`config.mk`:
```
export PLATFORM = sky130hd
export DESIGN_NAME = aesdu_ctrl
export DESIGN_NICKNAME = d
export VERILOG_FILES = /design/src/hw/rtl/aesdu_pkg.sv /design/src/hw/rtl/aesdu_ctrl.sv
export SDC_FILE = /design/constraint.sdc
export NUM_CORES = 1
export LEC_CHECK = 0
export BUFFER_PORTS_ARGS = -buffer_cell sky130_fd_sc_hd__buf_2
export CAP_MARGIN = 20
export CORE_AREA = 4 4 41 43
export CTS_BUF_LIST = sky130_fd_sc_hd__clkbuf_8 sky130_fd_sc_hd__clkbuf_16
export DETAILED_ROUTE_END_ITERATION = 7
export DIE_AREA = 0 0 45 47
export GPL_TIMING_DRIVEN = 0
export MAX_ROUTING_LAYER = met4
export PLACE_DENSITY = 0.66
export REMOVE_ABC_BUFFERS = 1
export SYNTH_ARGS = -nofsm -noshare
export SYNTH_HDL_FRONTEND = slang
export SYNTH_SLANG_ARGS = --single-unit
```
`constraint.sdc`:
```
create_clock -name clock -period 1.8 [get_ports clock]
set_clock_uncertainty 0.1 [all_clocks]
set_input_delay 0.36 -clock clock [delete_from_list [all_inputs] [get_ports clock]]
set_output_delay 0.36 -clock clock [all_outputs]
set_load 0.03 [all_outputs]
```
`src/hw/rtl/aesdu_pkg.sv`:
```
// ----------------------------------------------------------------------------
// AES decrypt/unpad package
// Shared constants, S-box tables and GF(2^8) helpers.
// ----------------------------------------------------------------------------
`default_nettype none
package aesdu_pkg;
   localparam int BlockBytes = 16;
   localparam int CountW = 5;
   localparam int RoundW = 4;

   localparam logic [2:0] CSR_KEY0 = 3'd0;
   localparam logic [2:0] CSR_KEY1 = 3'd1;
   localparam logic [2:0] CSR_KEY2 = 3'd2;
   localparam logic [2:0] CSR_KEY3 = 3'd3;
   localparam logic [2:0] CSR_KLEN = 3'd4;
   localparam logic [2:0] CSR_PAD  = 3'd5;

   // Commands from the controller to the datapath.
   typedef struct packed {
      logic load;      // load held block into state, add last round key
      logic round;     // one middle inverse round
      logic last;      // final inverse round
      logic kinit;     // load key words for expansion
      logic kstep;     // compute one expansion word
   } dp_cmd_type;

   typedef struct packed {
      logic kdone;
   } dp_sts_type;

   function automatic logic [7:0] xt(input logic [7:0] a);
      xt = {a[6:0], 1'b0} ^ (a[7] ? 8'h1b : 8'h00);
   endfunction

   function automatic logic [7:0] gm(input logic [7:0] a, input logic [3:0] b);
      logic [7:0] a2, a4, a8, p;
      a2 = xt(a);
      a4 = xt(a2);
      a8 = xt(a4);
      p = 8'h00;
      if (b[0]) p = p ^ a;
      if (b[1]) p = p ^ a2;
      if (b[2]) p = p ^ a4;
      if (b[3]) p = p ^ a8;
      gm = p;
   endfunction

   function automatic logic [7:0] gmf(input logic [7:0] a, input logic [7:0] b);
      logic [7:0] p, x;
      p = 8'h00;
      x = a;
      for (int i = 0; i < 8; i++) begin
         if (b[i]) p = p ^ x;
         x = xt(x);
      end
      gmf = p;
   endfunction

   function automatic logic [7:0] sbox(input logic [7:0] x);
      logic [7:0] inv, s;
      logic [7:0] sq;
      inv = 8'h00;
      sq = x;
      // x^254 by square and multiply: exponent bits 11111110
      if (x != 8'h00) begin
         inv = 8'h01;
         for (int k = 1; k < 8; k++) begin
            sq = gmf(sq, sq);
            inv = gmf(inv, sq);
         end
      end
      s = inv ^ {inv[6:0], inv[7]} ^ {inv[5:0], inv[7:6]} ^ {inv[4:0], inv[7:5]}
          ^ {inv[3:0], inv[7:4]} ^ 8'h63;
      sbox = s;
   endfunction

   typedef logic [7:0] sbox_arr_type [256];

   function automatic sbox_arr_type mk_fwd();
      sbox_arr_type t;
      for (int i = 0; i < 256; i++) t[i] = sbox(8'(i));
      mk_fwd = t;
   endfunction

   function automatic sbox_arr_type mk_inv();
      sbox_arr_type t;
      for (int i = 0; i < 256; i++) t[sbox(8'(i))] = 8'(i);
      mk_inv = t;
   endfunction

   localparam sbox_arr_type FwdSbox = mk_fwd();
   localparam sbox_arr_type InvSbox = mk_inv();
endpackage
`default_nettype wire

```
`src/hw/rtl/aesdu_ctrl.sv`:
```
// ----------------------------------------------------------------------------
// AES decrypt controller
// Sequences key expansion and the inverse rounds of one block.
// ----------------------------------------------------------------------------
`default_nettype none
module aesdu_ctrl import aesdu_pkg::*; (
   input  wire logic          clock,
   input  wire logic          reset,
   input  wire logic          kreq,
   input  wire logic          start,
   input  wire logic [1:0]    klen,
   input  wire dp_sts_type    sts,
   output dp_cmd_type         cmd,
   output logic [RoundW-1:0]  rnd,
   output logic               busy,
   output logic               done
);
   typedef enum logic [2:0] {S_KINIT, S_KEXP, S_IDLE, S_FETCH, S_LOAD, S_RUN, S_DONE}
      st_type;
   st_type st_ff, st_in;
   logic [RoundW-1:0] r_ff, r_in;
   logic [RoundW-1:0] nr;

   assign nr = (klen == 2'd0) ? 4'd10 : (klen == 2'd1) ? 4'd12 : 4'd14;

   always_comb begin
      st_in = st_ff;
      r_in = r_ff;
      cmd = '0;
      case (st_ff)
         S_KINIT: begin
            cmd.kinit = 1'b1;
            st_in = S_KEXP;
         end
         S_KEXP: begin
            cmd.kstep = 1'b1;
            if (sts.kdone) st_in = S_IDLE;
         end
         S_IDLE: begin
            if (kreq) st_in = S_KINIT;
            else if (start) begin
               r_in = nr;
               st_in = S_LOAD;
            end
         end
         S_LOAD: begin
            cmd.load = 1'b1;
            r_in = r_ff - 4'd1;
            st_in = S_RUN;
         end
         S_RUN: begin
            if (r_ff == 4'd0) begin
               cmd.last = 1'b1;
               st_in = S_DONE;
            end else begin
               cmd.round = 1'b1;
               r_in = r_ff - 4'd1;
            end
         end
         S_DONE: st_in = S_IDLE;
         default: st_in = S_IDLE;
      endcase
   end

   always_ff @(posedge clock) begin
      if (reset) begin
         st_ff <= S_KINIT;
         r_ff <= '0;
      end else begin
         st_ff <= st_in;
         r_ff <= r_in;
      end
   end

   // Round key read is registered, so address the key for the next step.
   assign rnd = r_in;
   assign busy = (st_ff != S_IDLE) || kreq;
   assign done = (st_ff == S_DONE);
endmodule
`default_nettype wire

```
======== Yosys cells after proc, flatten, opt, wreduce, memory -nomap -nowiden ========
Cells that the tools add are included.
W data, S select, Z words.
storage, ports and cells
  bits in registers ....................... 7
  word-level logic and storage cells ...... 35
  output and inout bits ................... 11
  input port bits ......................... 7
cells by class
  eq/ne operators ......................... 10
  muxes and demuxes ....................... 17
  reduce and logical (&&, ||, !) cells .... 5
  $add $sub $neg .......................... 1
operators with widths
  operator               number
  $mux W3                5
  $pmux W3 S5            1
  $mux W4                3
  $pmux W4 S3            1
  $eq A3 B3 Y1 const B   3
  $mux W1                5
  $logic_not A4 Y1       1
  $mux W2                2
  $ne A2 B2 Y1 const B   2
  $sub A4 B1 Y4 const B  1
  $eq A3 B1 Y1 const B   1
  $eq A3 B2 Y1 const B   1
  $logic_not A3 Y1       1
  $ne A3 B2 Y1 const B   1
  $ne A3 B3 Y1 const B   1
  $reduce_and A3 Y1      1
  $eq A2 B1 Y1 const B   1
  $logic_not A2 Y1       1
  $logic_or A1 B1 Y1     1

======== Longest topological paths before layout ========
Gate-level depths: netlist of the first run.
  depth after elaboration ................. 6
  mapped depth ............................ 5
  depth with buffers taken out ............ 5

======== Least setup slack after synthesis of the first run ========
OpenSTA, ideal clock, no wires.
  path type ............................... reg-to-output
  start point ............................. register st_ff[0]
  end point ............................... output rnd[2]
  arrival time ............................ 1501 ps
  path slack .............................. -161 ps
  stages on the path, launching flop included .. 6
  path buffers ............................ 1
  data required time ...................... 1340 ps
  cell sequence ........................... dfxtp_1 buf_6 nor4b_4 inv_2 o221ai_1 nand3_1
on the way
  word-level cells in the longest chain between the ends .. 2
  elaborated cells on any way between the ends .. 4
  classes of those cells .................. eq/ne (3); mux (1)
RTL lines
  item                                          line              source
  start, declared                               aesdu_ctrl.sv:20  st_type st_ff, st_in;
  start signal, assigned                        aesdu_ctrl.sv:70  st_ff <= st_in;
  $eq A3 B3 Y1 or $eq A3 B2 Y1 (tied branches)  aesdu_ctrl.sv:30  case (st_ff)
  $pmux W4 S3 *                                 aesdu_ctrl.sv:30
  end, declared                                 aesdu_ctrl.sv:14  output logic [RoundW-1:0] rnd,
Every way passes the cells marked *; elsewhere a longest branch is shown, timed or not.

======== Worst setup path after layout of the first run ========
  start point ............................. register r_ff[0]
  end point ............................... output rnd[1]
on the way
  word-level cells in the longest chain between the ends .. 3
  elaborated cells on any way between the ends .. 4
  classes of those cells .................. add/sub (1); mux (2); reduce/logical (1)
RTL lines
  item                                               line                                                  source
  start, declared                                    aesdu_ctrl.sv:21                                      logic [RoundW-1:0] r_ff, r_in;
  start signal, assigned                             aesdu_ctrl.sv:71                                      r_ff <= r_in;
  $sub A4 B1 Y4 or $logic_not A4 Y1 (tied branches)  aesdu_ctrl.sv:48, aesdu_ctrl.sv:57, aesdu_ctrl.sv:52
  $mux W4                                            aesdu_ctrl.sv:52                                      if (r_ff == 4'd0) begin
  $pmux W4 S3 *                                      aesdu_ctrl.sv:30
Marked as above.

==> impl_results.md, run 1 <==
* Ranking of synthesized cells by area: dfxtp_1 28%, nor4b_4 4.7%, nor2_1 4.5%
* Peak Freq at 484.5 MHz
* Worst Path Max Fanout at 4
* DR vias at 577
* Synthesized flop and latch total at 7
* Slew @ Worst Pin at 360.4 ps
* Fin nets at 98
* Rows at 13
* Port bufs at 17
* Initial antenna violation count at 0
* CTS tree: built
* Vias in the first global route at 531
* Clk pwr share at 41.0%
* Most used DFF post-synth: dfxtp_1
* Final HPWL DP at 947.2 um
* Netlist cell types at 31
* RSZ-0062 raised after global routing: true
* Sink Count at 7
* Ys Warns at 0
* H-tree depth at 1
* Violated checks: negative setup slack
* Residual DRC at 0
* Die X-Extent at 45 um
* Sw frac at 29.74%
* Tmin final at 2064 ps
* Peak VDD IR at 0.5633 mV
* Clk buf depth at 2
* Post-route design area at 867.1 um2
* DRT antenna net count at 0
* Gr usage total at 15.86%
* Largest net degree at the start of global routing at 12
* First-pass GRT wire length at 2346 um
* Hold violation count in the final report at 0
* Max-slew violations at 0
* Non-filler cells, final at 104
* FFs w/ async S/R, synth at 0%
* Hold Buf Count CTS at 0
* Ports at 18
* Clock tree root driver cell: clkbuf_8
* Core Box Area at 1301 um2
* Pleak at 0.3861 nW
* CP Launch Type: register
* Avg WL per Cell at 14.84 um
* Layout cells sized above 1 at 65.17%
* Synthesized area per cell at 8.546 um2
* Biggest area consumer among synthesized cells: dfxtp_1
* Sw Pwr at 0.1583 mW
* Max-cap violations at 0
* Power Dens Cells at 614.0 nW/um2
* Routed WL at 1543 um
* Cells after synthesis at 59
* Int Pwr at 0.3741 mW
* Starting DRT DRC Count at 13
* Status: complete, but fails checks
* Hold Crit Class: in2reg
* Post-synth EDFFs at 0
* Via-per-instance ratio at 5.548
* Synthesized area at 504.2 um2
* GR Overflow Total at 0
* Reg clk slew, reported paths at 40 ps
* CP required at 1340 ps
* Die area at 2115 um2
* Gate power share at 26.2%
* Final setup TNS at -923.2 ps
* Worst Path Arrival at 1600 ps
* Drt first pass iters at 4
* Crit end category: output port
* Initial Utilization at 38.75%
* Period Utilization, post-route at 114.7%
* Post-synth top area share at 27.79%
* Final hold slack at 294.6 ps
* Placer Congestion at 0.8449
* DP Area at 589.3 um2
* Proportion of synthesized chip area in sequential cells at 27.79%
* Post-route setup slack at -263.9 ps
* Relative slew slack at 75.97%
* Die Y-Extent at 47 um
* P&R area growth vs syn at 71.96%
* DP Cell Count at 89
* Critical path class: reg2out
* ANT cells at 0
* Reg power frac at 32.8%
* Clock Latency Late Sink at 230 ps
* CTS buffer count at 3
* Final setup fails at 4
* Layout Utilization at 66.63%
-- path summary, 6_finish.rpt --
| check | slack, ps | from | depth (start not counted) | end |
|---|---|---|---|---|
| max | -260 | r_ff[0]$_SDFF_PP0_ | 6 | rnd[1] |
| min | 290 | reset | 2 | st_ff[1]$_SDFFE_PP0P_ |
| max reg2reg | 350 | r_ff[0]$_SDFF_PP0_ | 6 | r_ff[1]$_SDFF_PP0_ |
| min reg2reg | 400 | st_ff[1]$_SDFFE_PP0P_ | 1 | st_ff[0]$_SDFFE_PP0P_ |
-- layout make-up --
class	count	area, um2
multi-input combinational	44	420.4
sequential	7	161.4
inverter	6	22.52
timing repair buffer	28	198.9
tap	15	18.77
clock inverter	1	3.754
clock buffer	3	41.29
fill	100	434.2
-- flip-flops by register name (all words and copies together), names as in the netlist --
register,cells
r_ff,4
st_ff,3
-- cell usage after synthesis (all sizes together) (2+ instances only) --
| cell type | count |
|---|---|
| nor4bb | 2 |
| nor2b | 3 |
| nand2 | 2 |
| nand3 | 2 |
| dfxtp | 7 |
| a21oi | 4 |
| buf | 2 |
| inv | 6 |
| nor2 | 6 |
| nor3 | 5 |
| o221ai | 2 |
| a221oi | 2 |
| nor3b | 2 |
-- cells in the final DEF, fill, tap and decap left out, drive strengths merged --
cell type	Yosys	layout
clkbuf	0	3
o31a	1	1
nand4bb	1	1
buf	2	28
o21ai	1	1
or3	1	1
and2b	1	1
ha	1	1
or4	1	1
nor3b	2	2
nor4bb	2	2
o311a	1	1
nand3	2	2
a221oi	2	2
a31oi	1	1
dfxtp	7	7
nor2b	3	3
inv	6	7
o221ai	2	2
or4b	1	1
o31ai	1	1
a21oi	4	4
nand2	2	2
nor3	5	5
o211ai	1	1
nor4b	1	1
nand2b	1	1
nor2	6	6
-- per-stage QoR --
step / worst slack (ps) / power [mW]
floorplan: -140.4 / 0.2387
finish: -263.9 / 0.5324
global placement: -282.5 / 0.2682
CTS: -250.0 / 0.5102
detailed placement: -298.8 / 0.2697
global route: -334.2 / 0.5572
-- per-layer routing --
metal  wire, um  track usage, %  vias to the layer above
met1        643           17.85                      272
met2        810           27.68                       20
li1           -               -                      283
met4         15           5.263                        0
met3         74           3.448                        2
met5          0               -                        -
-- kinds of logic after synthesis --
family	synth area share, %
adder cells (fa/ha/maj)	2.481
AO/OA/AOI/OAI	21.09
flip-flops	27.79
AND/OR/NAND/NOR	40.45
buffers and inverters	8.189
-- power by group through the flow --
stage          Sequential (mW)  Clock [mW]  Combinational (mW)
2_1_floorplan            0.176           0              0.0629
3_3_place_gp             0.179           0              0.0890
3_5_place_dp             0.180           0              0.0899
4_1_cts                  0.176       0.220               0.114
5_1_grt                  0.177       0.231               0.150
6_report                 0.175       0.218               0.140
-- worst max-delay path, stage by stage, from the launching register on --
cell and delay (ps):
dfxtp_2 330, inv_2 80, ha_4 160, nor4bb_4 260, nor3_2 70, or3_4 330, buf_6 140
-- repair_timing --
action                     CTS  global route
setup endpoints to repair    7             7
gates resized for setup     30            12
pin swaps                    9             4
buffers inserted             6             5
(Power assumes the default switching activity.)
==> run 2: changes to the inputs <==
ABC_AREA = 1   (was not set)
PLACE_DENSITY = 0.68   (was 0.66)
TNS_END_PERCENT = 5   (was not set)
==> run 2 against run 1 <==
Against the previous run: the flow still finishes with violations (negative setup slack); worst hold slack improved by 3.5 ps; final area increased by 0.29%; synthesized cell count increased by 44%.
==> impl_results.md, run 2 <==
* Status: complete, but fails checks (unchanged)
* Violated checks: negative setup slack (unchanged)
* Sink Count at 7 (unchanged)
* Post-synth EDFFs at 0 (unchanged)
* Post-route setup slack at -30.64 ps (was -263.9 ps)
* Initial antenna violation count at 0 (unchanged)
* CP required at 1340 ps (about the same)
* Vias in the first global route at 553 (was 531)
* CTS tree: built (unchanged)
* Netlist cell types at 19 (was 31)
* Slew @ Worst Pin at 257.5 ps (was 360.4 ps)
* Ports at 18 (unchanged)
* Biggest area consumer among synthesized cells: dfxtp_1 (unchanged)
* Largest net degree at the start of global routing at 8 (was 12)
* Rows at 13 (unchanged)
* Biggest regs: r_ff x4, st_ff x3 (unchanged)
* Crit end category: output port (unchanged)
* Crit path top cell by count: nand2_1
* Critical Path Max Stage Delay at 400 ps (was 330 ps)
* Tmin final at 1831 ps (was 2064 ps)
* DR vias at 655 (was 577)
* Peak VDD IR at 0.4289 mV (was 0.5633 mV)
* Drt first pass iters at 4 (unchanged)
* Hold Buf Count CTS at 0 (unchanged)
* Synthesized area at 523.0 um2 (was 504.2 um2)
* Clk buf depth at 2 (unchanged)
* Die area at 2115 um2 (unchanged)
* P&R area growth vs syn at 66.27% (was 71.96%)
* Proportion of synthesized chip area in sequential cells at 26.79% (was 27.79%)
* Core Box Area at 1301 um2 (unchanged)
* Critical Path Start: st_ff[2]$_SDFFE_PP0P_ (was r_ff[0]$_SDFF_PP0_)
* Clock tree root driver cell: clkbuf_8 (unchanged)
* Power Dens Cells at 686.2 nW/um2 (was 614.0 nW/um2)
* Relative slew slack at 82.81% (was 75.97%)
* Ranking of synthesized cells by area: dfxtp_1 27%, nand2_1 16%, inv_1 11% (was dfxtp_1 28%, nor4b_4 4.7%, nor2_1 4.5%)
* Largest reg by FF count: r_ff (unchanged)
* Final HPWL DP at 988.8 um (was 947.2 um)
* Most frequent cells in the layout: 19 x nand2_1, 12 x buf_2, 11 x buf_4 (was 12 x buf_2, 11 x buf_4, 5 x nor2_1, 5 x buf_6, 5 x dfxtp_4)
* H-tree depth at 1 (unchanged)
* Peak Freq at 546.3 MHz (was 484.5 MHz)
* CTS buffer count at 3 (unchanged)
* RSZ-0062 raised after global routing: true (unchanged)
* DRT antenna net count at 0 (unchanged)
* Starting DRT DRC Count at 12 (was 13)
* Worst Path Arrival at 1370 ps (was 1600 ps)
* Max-slew violations at 0 (unchanged)
* Max reg flops at 4 (unchanged)
* FFs w/ async S/R, synth at 0% (unchanged)
* Most used DFF post-synth: dfxtp_1 (unchanged)
* Period Utilization, post-route at 101.7% (was 114.7%)
* Most common cell in the netlist: nand2_1 (was dfxtp_1)
* Max-cap violations at 0 (unchanged)
* First-pass GRT wire length at 2359 um (was 2346 um)
* Die Y-Extent at 47 um (unchanged)
* Initial Utilization at 40.19% (was 38.75%)
* Routed WL at 1579 um (was 1543 um)
* DP Area at 626.9 um2 (was 589.3 um2)
* Synthesized area per cell at 6.153 um2 (was 8.546 um2)
* Clock Latency Late Sink at 230 ps (about the same)
* Hold Crit Class: in2reg (unchanged)
* Critical path class: reg2out (unchanged)
* Ordered cell list for the critical path: inv_2, nor2_4, nand3_1, nand2_1, nand2_1, nand2_2, buf_6 (was inv_2, ha_4, nor4bb_4, nor3_2, or3_4, buf_6)
* Commonest non-fill, non-tap cell in the layout: nand2_1 (was buf_2)
* Reg clk slew, reported paths at 40 ps (about the same)
* Residual DRC at 0 (unchanged)
* Hold violation count in the final report at 0 (unchanged)
* Fin nets at 125 (was 98)
* Synthesized flop and latch total at 7 (unchanged)
* Gr usage total at 16.34% (was 15.86%)
* Dpl ws at 32.04 ps (was -298.8 ps)
* GR Overflow Total at 0 (unchanged)
* Die X-Extent at 45 um (unchanged)
* Post-route design area at 869.6 um2 (was 867.1 um2)
* Final setup fails at 4 (unchanged)
* Placer Congestion at 0.8002 (was 0.8449)
* Ys Warns at 0 (unchanged)
* Layout cells sized above 1 at 55.17% (was 65.17%)
* Worst r2r src: st_ff[1]$_SDFFE_PP0P_ (was r_ff[0]$_SDFF_PP0_)
* ANT cells at 0 (unchanged)
* Worst Path Max Fanout at 6 (was 4)
* Avg WL per Cell at 12.05 um (was 14.84 um)
* Pleak at 0.4562 nW (was 0.3861 nW)
* Port bufs at 17 (unchanged)
* Top cells by count, synth: 22 x nand2_1, 15 x inv_1, 10 x nor2_1 (was 7 x dfxtp_1, 6 x nor2_1, 5 x inv_1)
* CP Launch Type: register (unchanged)
* HP Start: reset (unchanged)
* Cells after synthesis at 85 (was 59)
* Via-per-instance ratio at 5.000 (was 5.548)
* Post-synth top area share at 26.79% (was 27.79%)
* Critical path's slowest cell: dfxtp_4 (was dfxtp_2)
run 2: path summary, 6_finish.rpt:
check | endpoint | slack (ps) | depth (start not counted)
worst max-delay path | rnd[2] | -30 | 7
worst min-delay path | st_ff[1]$_SDFFE_PP0P_ | 300 | 2
worst max register to register | r_ff[0]$_SDFF_PP0_ | 500 | 8
worst min register to register | r_ff[1]$_SDFF_PP0_ | 530 | 3
run 2: routing by layer:
metal / GRT usage [%] / share of wire, %
met5: - / 0
met4: 12.28 / 2.8
met3: 2.299 / 6.2
met2: 25.99 / 50
met1: 18.49 / 41
run 2: final cells by class:
cell class / instances / area [um2]
fill: 114 / 431.7
multi-input combinational: 61 / 400.4
timing repair buffer: 27 / 187.7
sequential: 7 / 151.4
inverter: 17 / 66.31
clock buffer: 3 / 41.29
tap: 15 / 18.77
clock inverter: 1 / 3.754
run 2: critical path: cells and delay by family (launching register included):
family        cells  cell delay [ps]
buf+inv           2              180
simple gates      5              560
flops             1              400
run 2: metrics by stage:
step | util, % | TNS [ps] | std cells | power [mW] | hold WS (ps)
after floorplan | - | 0 | 85 | 0.2781 | 322.4
after global placement | 48.17 | 0 | 117 | 0.3136 | 366.7
after detailed placement | 48.17 | 0 | 117 | 0.3169 | 371.7
after CTS | 56.73 | -113.5 | 123 | 0.5673 | 299.7
after global routing | 66.83 | -419.2 | 131 | 0.6353 | 315.9
final | 66.83 | -104.8 | 131 | 0.5967 | 298.2
run 2: cells by family after synthesis:
family	Yosys count	synth area share (%)
flip-flops	7	26.79
adder cells (fa/ha/maj)	1	2.392
buffers and inverters	17	12.20
AO/OA/AOI/OAI	7	8.853
AND/OR/NAND/NOR	53	49.76
run 2: power breakdown:
group	internal (mW)	switching (mW)
sequential	0.165	0.0212
combinational	0.0757	0.110
clock	0.148	0.0762
total	0.389	0.208
run 2: repair_timing:
item | 4_1_cts | 5_1_grt
setup buffers | 2 | 8
setup endpoints to repair | 4 | 4
pin swaps | 3 | 11
resized for setup | 19 | 23
